### config.mk
export PLATFORM = sky130hd
export DESIGN_NAME = gyro_step_counter_core
export DESIGN_NICKNAME = d
export VERILOG_FILES = /design/src/hdl/gsc_pkg.sv /design/src/hdl/gyro_step_counter_core.sv /design/src/hdl/gsc_fifo.sv /design/src/hdl/gsc_front.sv /design/src/hdl/gsc_back.sv
export SDC_FILE = /design/constraint.sdc
export NUM_CORES = 2
export LEC_CHECK = 0
export ABC_AREA = 0
export BUFFER_PORTS_ARGS = -buffer_cell sky130_fd_sc_hd__buf_2
export CORE_MARGIN = 4
export CORE_UTILIZATION = 36
export DETAILED_ROUTE_END_ITERATION = 16
export PLACE_DENSITY_LB_ADDON = 0.12
export SYNTH_ARGS = -nofsm -noshare
export SYNTH_HDL_FRONTEND = slang
export SYNTH_HIERARCHICAL = 1
export SYNTH_SLANG_ARGS = --single-unit
### constraint.sdc
create_clock -name clock -period 32.3 [get_ports clock]
set_clock_uncertainty 0.15 [all_clocks]
set_input_delay 4.845 -clock clock [delete_from_list [all_inputs] [get_ports clock]]
set_output_delay 4.845 -clock clock [all_outputs]
set_load 0.02 [all_outputs]
### src/hdl/gsc_pkg.sv
`timescale 1ns / 1ps
`default_nettype none
package gsc_pkg;

   localparam int SAMPLES_PER_TICK_DEF = 10;
   localparam int QUEUE_DEPTH_DEF      = 4;

   localparam int NUM_AXES = 3;
   localparam int RATE_W   = 16;
   // 15 full-scale samples fit; bounds the SAMPLES_PER_TICK range
   localparam int SUM_W    = 20;
   localparam int AVG_W    = 16;
   localparam int WEIGHT_W = 8;
   localparam int COUNT_W  = 8;
   localparam int STEPS_W  = 16;

   localparam int CSR_W       = 16;
   localparam int CSR_INDEX_W = 2;

   typedef enum logic [CSR_INDEX_W-1:0] {
      CSR_MIN_CHANGE,
      CSR_MAX_CHANGE,
      CSR_AXIS_PERIOD,
      CSR_WINDOW_TICKS
   } csr_index_type;

   localparam logic [15:0]        MIN_CHANGE_RST   = 16'd200;
   localparam logic [15:0]        MAX_CHANGE_RST   = 16'd5000;
   localparam logic [COUNT_W-1:0] AXIS_PERIOD_RST  = 8'd30;
   localparam logic [COUNT_W-1:0] WINDOW_TICKS_RST = 8'd6;

   typedef enum logic [1:0] {
      AXIS_NONE,
      AXIS_X,
      AXIS_Y,
      AXIS_Z
   } axis_type;

   typedef struct packed {
      logic signed [RATE_W-1:0] rate_x;
      logic signed [RATE_W-1:0] rate_y;
      logic signed [RATE_W-1:0] rate_z;
   } req_type;

   typedef struct packed {
      logic [STEPS_W-1:0] step_total;
      logic [1:0]         dominant_axis;
      logic               crossed_now;
      logic               step_added;
   } rsp_type;

   typedef struct packed {
      logic [15:0]        min_change;
      logic [15:0]        max_change;
      logic [COUNT_W-1:0] axis_period;
      logic [COUNT_W-1:0] window_ticks;
   } cfg_type;

   typedef logic [NUM_AXES-1:0][SUM_W-1:0] sums_type;

endpackage
`default_nettype wire

### src/hdl/gyro_step_counter_core.sv
`timescale 1ns / 1ps
`default_nettype none
// Gyro step counter. Its front accumulator takes one three-axis gyro sample per
// cycle while req_full is low, and one result word is emitted every
// SAMPLES_PER_TICK samples. The back end pipeline (reciprocal multiply, sign
// restore, tick update, midpoint crossing, window close) retires one tick per
// cycle while the result queue is not full, so the sustained rate is one sample
// per clock for any SAMPLES_PER_TICK. Results reach rsp_ through the tick
// queue, back-end registers and result queue. Input stalls (req_full) only when
// the result queue is full and the tick queue behind it has filled.
// Configuration registers are written through csr_write/csr_index/csr_wdata;
// the user must do so only while the block is idle; this is not enforced.
module gyro_step_counter_core #(
   parameter int SAMPLES_PER_TICK = gsc_pkg::SAMPLES_PER_TICK_DEF,
   parameter int QUEUE_DEPTH      = gsc_pkg::QUEUE_DEPTH_DEF
) (
   input  wire logic                              clock,
   input  wire logic                              reset,
   input  wire logic                              req_push,
   input  wire gsc_pkg::req_type                  req_word,
   output logic                                   req_full,
   output logic                                   rsp_empty,
   input  wire logic                              rsp_pop,
   output gsc_pkg::rsp_type                       rsp_word,
   input  wire logic                              csr_write,
   input  wire logic [gsc_pkg::CSR_INDEX_W-1:0]   csr_index,
   input  wire logic [gsc_pkg::CSR_W-1:0]         csr_wdata
);
   import gsc_pkg::*;

   cfg_type  cfg_ff, cfg_in;
   logic     sums_push, sums_full, sums_empty, sums_pop;
   sums_type sums_in_word, sums_out_word;
   logic     back_push, back_full;
   rsp_type  back_word;

   always_comb begin
      cfg_in = cfg_ff;
      if (csr_write) begin
         case (csr_index_type'(csr_index))
            CSR_MIN_CHANGE:   cfg_in.min_change   = csr_wdata;
            CSR_MAX_CHANGE:   cfg_in.max_change   = csr_wdata;
            CSR_AXIS_PERIOD:  cfg_in.axis_period  = csr_wdata[COUNT_W-1:0];
            CSR_WINDOW_TICKS: cfg_in.window_ticks = csr_wdata[COUNT_W-1:0];
            default:          cfg_in = cfg_ff;
         endcase
      end
   end

   always_ff @(posedge clock) begin
      if (reset) begin
         cfg_ff.min_change   <= MIN_CHANGE_RST;
         cfg_ff.max_change   <= MAX_CHANGE_RST;
         cfg_ff.axis_period  <= AXIS_PERIOD_RST;
         cfg_ff.window_ticks <= WINDOW_TICKS_RST;
      end else begin
         cfg_ff <= cfg_in;
      end
   end

   gsc_front #(
      .SAMPLES_PER_TICK(SAMPLES_PER_TICK)
   ) u_front (
      .clock     (clock),
      .reset     (reset),
      .req_push  (req_push),
      .req_word  (req_word),
      .req_full  (req_full),
      .sums_push (sums_push),
      .sums_word (sums_in_word),
      .sums_full (sums_full)
   );

   gsc_fifo #(
      .word_type (sums_type),
      .DEPTH     (QUEUE_DEPTH)
   ) u_tick_queue (
      .clock     (clock),
      .reset     (reset),
      .push      (sums_push),
      .push_word (sums_in_word),
      .full      (sums_full),
      .empty     (sums_empty),
      .pop       (sums_pop),
      .pop_word  (sums_out_word)
   );

   gsc_back #(
      .SAMPLES_PER_TICK(SAMPLES_PER_TICK)
   ) u_back (
      .clock      (clock),
      .reset      (reset),
      .cfg        (cfg_ff),
      .sums_empty (sums_empty),
      .sums_pop   (sums_pop),
      .sums_word  (sums_out_word),
      .rsp_push   (back_push),
      .rsp_word   (back_word),
      .rsp_full   (back_full)
   );

   gsc_fifo #(
      .word_type (rsp_type),
      .DEPTH     (QUEUE_DEPTH)
   ) u_rsp_queue (
      .clock     (clock),
      .reset     (reset),
      .push      (back_push),
      .push_word (back_word),
      .full      (back_full),
      .empty     (rsp_empty),
      .pop       (rsp_pop),
      .pop_word  (rsp_word)
   );

endmodule
`default_nettype wire

### src/hdl/gsc_fifo.sv
`timescale 1ns / 1ps
`default_nettype none
module gsc_fifo #(
   parameter type word_type = logic,
   parameter int  DEPTH     = 4
) (
   input  wire logic     clock,
   input  wire logic     reset,
   input  wire logic     push,
   input  wire word_type push_word,
   output logic          full,
   output logic          empty,
   input  wire logic     pop,
   output word_type      pop_word
);
   localparam int PTR_W = (DEPTH > 1) ? $clog2(DEPTH) : 1;
   localparam int CNT_W = $clog2(DEPTH + 1);

   word_type entry_ff [DEPTH];
   logic [PTR_W-1:0] wr_ptr_ff, wr_ptr_in;
   logic [PTR_W-1:0] rd_ptr_ff, rd_ptr_in;
   logic [CNT_W-1:0] count_ff, count_in;
   logic wr_en, rd_en;

   assign full     = (count_ff == CNT_W'(DEPTH));
   assign empty    = (count_ff == '0);
   assign wr_en    = push && !full;
   assign rd_en    = pop && !empty;
   assign pop_word = entry_ff[rd_ptr_ff];

   always_comb begin
      wr_ptr_in = wr_ptr_ff;
      rd_ptr_in = rd_ptr_ff;
      count_in  = count_ff;
      if (wr_en) begin
         wr_ptr_in = (wr_ptr_ff == PTR_W'(DEPTH - 1)) ? '0 : wr_ptr_ff + 1'b1;
      end
      if (rd_en) begin
         rd_ptr_in = (rd_ptr_ff == PTR_W'(DEPTH - 1)) ? '0 : rd_ptr_ff + 1'b1;
      end
      if (wr_en && !rd_en) begin
         count_in = count_ff + 1'b1;
      end else if (rd_en && !wr_en) begin
         count_in = count_ff - 1'b1;
      end
   end

   always_ff @(posedge clock) begin
      if (reset) begin
         wr_ptr_ff <= '0;
         rd_ptr_ff <= '0;
         count_ff  <= '0;
      end else begin
         wr_ptr_ff <= wr_ptr_in;
         rd_ptr_ff <= rd_ptr_in;
         count_ff  <= count_in;
      end
   end

   always_ff @(posedge clock) begin
      if (wr_en) begin
         entry_ff[wr_ptr_ff] <= push_word;
      end
   end

endmodule
`default_nettype wire

### src/hdl/gsc_front.sv
`timescale 1ns / 1ps
`default_nettype none
module gsc_front #(
   parameter int SAMPLES_PER_TICK = gsc_pkg::SAMPLES_PER_TICK_DEF
) (
   input  wire logic              clock,
   input  wire logic              reset,
   input  wire logic              req_push,
   input  wire gsc_pkg::req_type  req_word,
   output logic                   req_full,
   output logic                   sums_push,
   output gsc_pkg::sums_type      sums_word,
   input  wire logic              sums_full
);
   import gsc_pkg::*;

   localparam int IDX_W = (SAMPLES_PER_TICK > 1) ? $clog2(SAMPLES_PER_TICK) : 1;

   logic [IDX_W-1:0] index_ff, index_in;
   sums_type         sum_ff, sum_in;
   sums_type         total;
   logic [RATE_W-1:0] rate [NUM_AXES];
   logic accept, last;

   assign rate[0] = req_word.rate_x;
   assign rate[1] = req_word.rate_y;
   assign rate[2] = req_word.rate_z;

   assign req_full  = sums_full;
   assign accept    = req_push && !sums_full;
   assign last      = (index_ff == IDX_W'(SAMPLES_PER_TICK - 1));
   assign sums_push = accept && last;
   assign sums_word = total;

   always_comb begin
      for (int a = 0; a < NUM_AXES; a++) begin
         total[a] = sum_ff[a] + {{(SUM_W - RATE_W){rate[a][RATE_W-1]}}, rate[a]};
      end
      sum_in   = sum_ff;
      index_in = index_ff;
      if (accept) begin
         if (last) begin
            sum_in   = '0;
            index_in = '0;
         end else begin
            sum_in   = total;
            index_in = index_ff + 1'b1;
         end
      end
   end

   always_ff @(posedge clock) begin
      if (reset) begin
         index_ff <= '0;
         sum_ff   <= '0;
      end else begin
         index_ff <= index_in;
         sum_ff   <= sum_in;
      end
   end

endmodule
`default_nettype wire

### src/hdl/gsc_back.sv
`timescale 1ns / 1ps
`default_nettype none
module gsc_back #(
   parameter int SAMPLES_PER_TICK = gsc_pkg::SAMPLES_PER_TICK_DEF
) (
   input  wire logic              clock,
   input  wire logic              reset,
   input  wire gsc_pkg::cfg_type  cfg,
   input  wire logic              sums_empty,
   output logic                   sums_pop,
   input  wire gsc_pkg::sums_type sums_word,
   output logic                   rsp_push,
   output gsc_pkg::rsp_type       rsp_word,
   input  wire logic              rsp_full
);
   import gsc_pkg::*;

   // |sum| < 2^19; reciprocal scaled so truncation is exact over that range
   localparam int MAG_W   = SUM_W - 1;
   localparam int SHIFT   = MAG_W + 5;
   localparam int RECIP_W = SHIFT + 1;
   localparam int PROD_W  = MAG_W + RECIP_W;
   localparam logic [RECIP_W-1:0] RECIP_C =
      RECIP_W'(((64'd1 << SHIFT) + SAMPLES_PER_TICK - 1) / SAMPLES_PER_TICK);
   localparam int CHG_W   = AVG_W + 1;

   function automatic axis_type strict_max(input logic [CHG_W-1:0] v0,
                                           input logic [CHG_W-1:0] v1,
                                           input logic [CHG_W-1:0] v2);
      axis_type r;
      if (v0 > v1 && v0 > v2) begin
         r = AXIS_X;
      end else if (v1 > v0 && v1 > v2) begin
         r = AXIS_Y;
      end else if (v2 > v0 && v2 > v1) begin
         r = AXIS_Z;
      end else begin
         r = AXIS_NONE;
      end
      return r;
   endfunction

   logic en, tick_fire, decide, added, close;

   // stage 1: magnitude times reciprocal
   logic              prod_valid_ff;
   logic [PROD_W-1:0] prod_ff [NUM_AXES];
   logic [PROD_W-1:0] prod_in [NUM_AXES];
   logic              neg_ff  [NUM_AXES];
   logic              neg_in  [NUM_AXES];
   logic [SUM_W-1:0]  mag_full [NUM_AXES];

   // stage 2: signed average
   logic                    avg_valid_ff;
   logic signed [AVG_W-1:0] avg_ff [NUM_AXES];
   logic signed [AVG_W-1:0] avg_in [NUM_AXES];
   logic [CHG_W-1:0]        quot   [NUM_AXES];
   logic [CHG_W-1:0]        sres   [NUM_AXES];

   // tick state
   logic signed [AVG_W-1:0] cur_ff [NUM_AXES];
   logic signed [AVG_W-1:0] cur_in [NUM_AXES];
   logic signed [AVG_W-1:0] hi_ff  [NUM_AXES];
   logic signed [AVG_W-1:0] hi_in  [NUM_AXES];
   logic signed [AVG_W-1:0] lo_ff  [NUM_AXES];
   logic signed [AVG_W-1:0] lo_in  [NUM_AXES];
   logic [WEIGHT_W-1:0]     weight_ff [NUM_AXES];
   logic [WEIGHT_W-1:0]     weight_in [NUM_AXES];
   logic [WEIGHT_W-1:0]     weight_base [NUM_AXES];
   logic [COUNT_W-1:0]      period_ff, period_in, period_inc;
   axis_type                chosen_ff, chosen_in, winner;
   logic signed [CHG_W-1:0] diff   [NUM_AXES];
   logic [CHG_W-1:0]        change [NUM_AXES];
   logic [CHG_W-1:0]        chg    [NUM_AXES];
   logic                    take   [NUM_AXES];

   // stage 3: snapshot after the tick update
   logic                    snap_valid_ff;
   logic signed [AVG_W-1:0] snap_prev_ff [NUM_AXES];
   logic signed [AVG_W-1:0] snap_cur_ff  [NUM_AXES];
   logic signed [AVG_W-1:0] snap_hi_ff   [NUM_AXES];
   logic signed [AVG_W-1:0] snap_lo_ff   [NUM_AXES];
   axis_type                snap_axis_ff;

   // stage 4: midpoint crossing
   logic                    cross_valid_ff;
   logic                    cross_ff, cross_in;
   axis_type                out_axis_ff;
   logic signed [AVG_W-1:0] sel_p, sel_c, sel_h, sel_l;
   logic                    has_axis;
   logic signed [CHG_W-1:0] mid_sum, mid_adj, mid, p17, c17;

   // window and step total
   logic [COUNT_W-1:0] window_ff, window_in, window_inc;
   logic               wcross_ff, wcross_in, wcross_any;
   logic [STEPS_W-1:0] steps_ff, steps_in;

   assign en        = !rsp_full;
   assign sums_pop  = en && !sums_empty;
   assign tick_fire = en && avg_valid_ff;
   assign rsp_push  = en && cross_valid_ff;

   // stage 1
   always_comb begin
      for (int a = 0; a < NUM_AXES; a++) begin
         neg_in[a]   = sums_word[a][SUM_W-1];
         mag_full[a] = neg_in[a] ? (SUM_W'(0) - sums_word[a]) : sums_word[a];
         prod_in[a]  = PROD_W'(mag_full[a][MAG_W-1:0]) * PROD_W'(RECIP_C);
      end
   end

   // stage 2
   always_comb begin
      for (int a = 0; a < NUM_AXES; a++) begin
         quot[a]   = prod_ff[a][SHIFT +: CHG_W];
         sres[a]   = neg_ff[a] ? (CHG_W'(0) - quot[a]) : quot[a];
         avg_in[a] = sres[a][AVG_W-1:0];
      end
   end

   // tick update
   always_comb begin
      for (int a = 0; a < NUM_AXES; a++) begin
         diff[a]   = {avg_ff[a][AVG_W-1], avg_ff[a]} - {cur_ff[a][AVG_W-1], cur_ff[a]};
         change[a] = diff[a][CHG_W-1] ? CHG_W'(-diff[a]) : CHG_W'(diff[a]);
         take[a]   = !(change[a] < {1'b0, cfg.min_change} ||
                       change[a] > {1'b0, cfg.max_change});
         cur_in[a] = take[a] ? avg_ff[a] : cur_ff[a];
         // change against the last accepted value is zero when rejected
         chg[a]    = take[a] ? change[a] : '0;
         hi_in[a]  = (cur_in[a] > hi_ff[a]) ? cur_in[a] : hi_ff[a];
         lo_in[a]  = (cur_in[a] < lo_ff[a]) ? cur_in[a] : lo_ff[a];
      end

      period_inc = period_ff + 1'b1;
      decide     = (period_inc >= cfg.axis_period);
      if (decide) begin
         chosen_in = strict_max(CHG_W'(weight_ff[0]), CHG_W'(weight_ff[1]),
                                CHG_W'(weight_ff[2]));
         period_in = '0;
      end else begin
         chosen_in = chosen_ff;
         period_in = period_inc;
      end

      winner = strict_max(chg[0], chg[1], chg[2]);
      for (int a = 0; a < NUM_AXES; a++) begin
         weight_base[a] = decide ? '0 : weight_ff[a];
         weight_in[a]   = weight_base[a];
         if (winner == axis_type'(2'(a + 1)) && weight_base[a] != '1) begin
            weight_in[a] = weight_base[a] + 1'b1;
         end
      end
   end

   // stage 4
   always_comb begin
      has_axis = 1'b1;
      case (snap_axis_ff)
         AXIS_X: begin
            sel_p = snap_prev_ff[0];
            sel_c = snap_cur_ff[0];
            sel_h = snap_hi_ff[0];
            sel_l = snap_lo_ff[0];
         end
         AXIS_Y: begin
            sel_p = snap_prev_ff[1];
            sel_c = snap_cur_ff[1];
            sel_h = snap_hi_ff[1];
            sel_l = snap_lo_ff[1];
         end
         AXIS_Z: begin
            sel_p = snap_prev_ff[2];
            sel_c = snap_cur_ff[2];
            sel_h = snap_hi_ff[2];
            sel_l = snap_lo_ff[2];
         end
         default: begin
            has_axis = 1'b0;
            sel_p    = '0;
            sel_c    = '0;
            sel_h    = '0;
            sel_l    = '0;
         end
      endcase
      mid_sum = {sel_h[AVG_W-1], sel_h} + {sel_l[AVG_W-1], sel_l};
      // halve toward zero
      mid_adj = mid_sum + {{(CHG_W - 1){1'b0}}, mid_sum[CHG_W-1]};
      mid     = mid_adj >>> 1;
      p17     = {sel_p[AVG_W-1], sel_p};
      c17     = {sel_c[AVG_W-1], sel_c};
      cross_in = has_axis && ((p17 < mid && c17 > mid) || (p17 > mid && c17 < mid));
   end

   // window close and result
   always_comb begin
      window_inc = window_ff + 1'b1;
      close      = (window_inc >= cfg.window_ticks);
      wcross_any = wcross_ff || cross_ff;
      added      = close && wcross_any;
      window_in  = close ? '0 : window_inc;
      wcross_in  = close ? 1'b0 : wcross_any;
      steps_in   = added ? steps_ff + 1'b1 : steps_ff;

      rsp_word.step_total    = steps_in;
      rsp_word.dominant_axis = out_axis_ff;
      rsp_word.crossed_now   = cross_ff;
      rsp_word.step_added    = added;
   end

   always_ff @(posedge clock) begin
      if (reset) begin
         prod_valid_ff  <= 1'b0;
         avg_valid_ff   <= 1'b0;
         snap_valid_ff  <= 1'b0;
         cross_valid_ff <= 1'b0;
      end else if (en) begin
         prod_valid_ff  <= !sums_empty;
         avg_valid_ff   <= prod_valid_ff;
         snap_valid_ff  <= avg_valid_ff;
         cross_valid_ff <= snap_valid_ff;
      end
   end

   always_ff @(posedge clock) begin
      if (en) begin
         for (int a = 0; a < NUM_AXES; a++) begin
            prod_ff[a]      <= prod_in[a];
            neg_ff[a]       <= neg_in[a];
            avg_ff[a]       <= avg_in[a];
            snap_prev_ff[a] <= cur_ff[a];
            snap_cur_ff[a]  <= cur_in[a];
            snap_hi_ff[a]   <= hi_in[a];
            snap_lo_ff[a]   <= lo_in[a];
         end
         snap_axis_ff <= chosen_in;
         cross_ff     <= cross_in;
         out_axis_ff  <= snap_axis_ff;
      end
   end

   always_ff @(posedge clock) begin
      if (reset) begin
         for (int a = 0; a < NUM_AXES; a++) begin
            cur_ff[a]    <= '0;
            hi_ff[a]     <= '0;
            lo_ff[a]     <= '0;
            weight_ff[a] <= '0;
         end
         period_ff <= '0;
         chosen_ff <= AXIS_NONE;
      end else if (tick_fire) begin
         for (int a = 0; a < NUM_AXES; a++) begin
            cur_ff[a]    <= cur_in[a];
            hi_ff[a]     <= hi_in[a];
            lo_ff[a]     <= lo_in[a];
            weight_ff[a] <= weight_in[a];
         end
         period_ff <= period_in;
         chosen_ff <= chosen_in;
      end
   end

   always_ff @(posedge clock) begin
      if (reset) begin
         window_ff <= '0;
         wcross_ff <= 1'b0;
         steps_ff  <= '0;
      end else if (rsp_push) begin
         window_ff <= window_in;
         wcross_ff <= wcross_in;
         steps_ff  <= steps_in;
      end
   end

   a_axis_held: assert property (@(posedge clock) disable iff (reset)
      !(tick_fire && decide) |=> $stable(chosen_ff))
      else $error("dominant axis changed outside a decision tick");

   a_step_inc: assert property (@(posedge clock) disable iff (reset)
      (rsp_push && added) |=> (steps_ff == $past(steps_ff) + 16'd1))
      else $error("step total did not advance on a closed window");

   a_cross_axis: assert property (@(posedge clock) disable iff (reset)
      (rsp_push && cross_ff) |-> (out_axis_ff != AXIS_NONE))
      else $error("crossing reported without a dominant axis");

   a_stall_hold: assert property (@(posedge clock) disable iff (reset)
      (!en && cross_valid_ff) |=> (cross_valid_ff && $stable(cross_ff)))
      else $error("result stage moved while stalled");

endmodule
`default_nettype wire
==> metrics.yaml <==
place:
  port_buffers: 92
  dpl_cell_area_mm2: 0.07295
  post-place-ws_ns: 22.35
  place_congestion: 0.8941
  dp_cells: 8675
  dp.final_hpwl_um: 140600
synth:
  synth_ff_type: "edfxtp_1"
  synth-simple-area-share: 0.1004
  ys_types: 112
  synth_adder_area_share: 0.2441
  synth_seq_area_share: 0.3864
  ys_seq_elements: 953
  synthTopCellsByCount: "ha_1 (870), inv_1 (807), edfxtp_1 (784)"
  yosysMostFrequentCell: "ha_1"
  synth_edf_count: 784
  synth_top_family_by_area: "adder cells"
  synth_top_area_share: 0.3379
  synth_xor_area_frac: 0.04345
  synthMuxAreaShare: 0.06994
  yosysTopAreaCell: "edfxtp_1"
  syn-cell-area_mm2: 0.06968
  synth_compound_area_frac: 0.1011
  yosysWarnings: 6
  syn_avg_cell_area_um2: 11.28
  synthArstFlopShare: 0
  syn_inst: 6175
  synthTopCellsByArea: "edfxtp_1 (34%), ha_1 (16%), fa_1 (8.8%)"
floorplan:
  num_io_pins: 93
  core-area_mm2: 0.1926
  die_x_um: 448.0
  die_h_um: 448.0
  die_area_mm2: 0.2007
  rows: 161
  initial_core_util: 0.3618
route:
  drt_iter0_markers: 2400
  drtPass1Iterations: 6
  drcViolationCount: 0
  wire_per_inst_um: 20.54
  ant_nets: 0
  viasPerCell: 5.133
  num_vias: 45650
  finalWirelength_um: 182700
clock_tree:
  clk_pin_slew_ns: 0.06
  cts_hold_buf: 0
  cts_root_buf: "clkbuf_16"
  cts_tree: "yes"
  post_cts.resized_instances: 0
  post_cts_buffers: 0
  clock_sinks: 953
  clock_latency_ns: 0.78
  cts_buffers: 114
  clockBufferDepth: 3
  cts_max_level: 3
setup_path:
  rr_worst_depth: 26
  r2r-end: "u_back/prod_ff[0][64]$_DFFE_PN_"
  endpoint_kind: "flop"
  path_delay_family: "adder cells"
  r2r_slack_ns: 22.40
  slowest_delay_ns: 0.71
  crit_top_cell: "fa_1"
  cp.required_ns: 32.60
  worstPathArrival_ns: 10.19
  setup.worst_path.start_class: "flop"
  cp.depth: 26
  crit_fanout: 40
  critPathKind: "reg -> reg"
  cp_num_buf_inv: 3
  crit_slowest_cell: "buf_4"
timing:
  finalSetupViolCount: 0
  setup_slack_ns: 22.40
  worst_slew_pin_slew_ns: 1.138
  fmax_mhz: 101.1
  fin_crit_sh: 0.3064
  drv_slew: 0
  finalCriticalPeriod_ns: 9.895
  maxSlewHeadroom: 0.2398
  hold_viol: 0
  rsz0062_at_grt: "false"
  hold_ws_ns: 0.2702
  finalSetupTns_ns: 0
finish:
  final_net_count: 7512
  drive_gt1_frac: 0.1016
  syn_to_final_growth_pct: 10.10
  fin_area_mm2: 0.07672
  final_cell_count_no_fill: 8894
min_path:
  hold_path_depth: 0
  hold-path-endpoint: "u_back/snap_prev_ff[0][7]$_DFFE_PN_"
  worstHoldPathType: "reg -> reg"
  hold_start: "u_back/cur_ff[0][7]$_SDFFCE_PN0P_"
power:
  p_leak_uw: 0.03302
  ir_drop_mv: 0.1101
  pwr_density_cell_mw_per_mm2: 108.2
flow_run:
  drv_cap: 0
global_route:
  grt_pass1_vias: 47270
  grt_overflow_total: 0
  grt_pass1_wl_um: 283800
  grt_use_total: 0.1825
  grt_antenna_before_repair: 1
  grt_max_degree: 141
run_status:
  status: "complete, no violations"
cell type report:
type | instances | area (um2)
repair buffers | 133 | 783.3
multi-input cells | 4253 | 39010
clock inverters | 72 | 704.4
fillers | 18590 | 115900
diodes | 3 | 7.507
flip-flops and latches | 953 | 26930
well taps | 2526 | 3161
inverters | 810 | 3065
clock buffers | 144 | 3058
power breakdown:
group / internal, uW / switching (uW) / total, uW
sequential: 1730 / 126 / 1850
clock: 744 / 546 / 1290
combinational: 2030 / 3130 / 5160
cell families after synthesis:
kind of cell | count (synthesis)
flip-flops | 953
other | 2
XOR/XNOR | 344
multiplexers | 357
AO/OA/AOI/OAI | 1032
adder cells (fa/ha/maj) | 1176
AND/OR/NAND/NOR | 1338
buffers and inverters | 973
how the worst max path moves through the flow:
| stage | start | endpoint | slack, ns |
|---|---|---|---|
| global route | flop | u_back/prod_ff[0][64]$_DFFE_PN_ | 21.63 |
| detailed placement | flop | u_back/prod_ff[0][64]$_DFFE_PN_ | 22.35 |
| finish | flop | u_back/prod_ff[0][64]$_DFFE_PN_ | 22.40 |
| floorplan | u_rsp_queue/count_ff[0]$_SDFFE_PP0P_ | u_back/cur_ff[0][0]$_SDFFCE_PN0P_ | 21.00 |
| CTS | flop | u_back/prod_ff[0][64]$_DFFE_PN_ | 22.31 |
| global placement | flop | u_back/prod_ff[0][77]$_DFFE_PN_ | 22.37 |
stage by stage:
| stage | total power [uW] | util |
|---|---|---|
| 2_1_floorplan | 5437 | - |
| 3_3_place_gp | 7004 | 0.3788 |
| 3_5_place_dp | 7033 | 0.3788 |
| 4_1_cts | 8375 | 0.3983 |
| 5_1_grt | 8946 | 0.3984 |
| 6_report | 8301 | 0.3984 |
state kept, by name, summed over array words and instances, names as in the netlist, 3 cells and up, named ones only:
signal / cells
cfg_ff: 48
u_back/avg_ff: 48
u_back/cur_ff: 48
u_back/hi_ff: 48
u_back/lo_ff: 48
u_back/neg_ff: 3
u_back/period_ff: 8
u_back/prod_ff: 48
u_back/snap_cur_ff: 48
u_back/snap_hi_ff: 48
u_back/snap_lo_ff: 48
u_back/snap_prev_ff: 48
u_back/steps_ff: 16
u_back/weight_ff: 24
u_back/window_ff: 8
u_front/index_ff: 4
u_front/sum_ff: 60
u_rsp_queue/count_ff: 3
u_rsp_queue/entry_ff: 80
u_tick_queue/count_ff: 3
u_tick_queue/entry_ff: 240
routing by layer:
layer	global-route usage	part of all wire
met5	0	0
met4	0.04548	0.026
met3	0.02144	0.033
met2	0.3128	0.48
met1	0.2460	0.46
placed cells by master (no fill, tap or decap), types with 36 or more instances in the layout:
cell type,instances
ha_1,870
inv_1,805
edfxtp_1,784
fa_1,306
nor2_1,279
a21oi_1,279
nand2_1,263
xnor2_1,227
mux2_2,172
dfxtp_1,167
o21ai_0,150
and2_1,137
a21o_1,133
nand2b_1,119
clkbuf_16,116
xor2_1,115
nand3_1,111
nand4_1,94
a22o_1,94
buf_2,91
mux2i_1,85
mux4_2,80
nor3_1,72
nor2b_1,58
o21a_1,57
a211oi_1,45
buf_4,41
o31ai_1,40
and3_1,36
No activity file was read; power rests on OpenSTA's default activity.
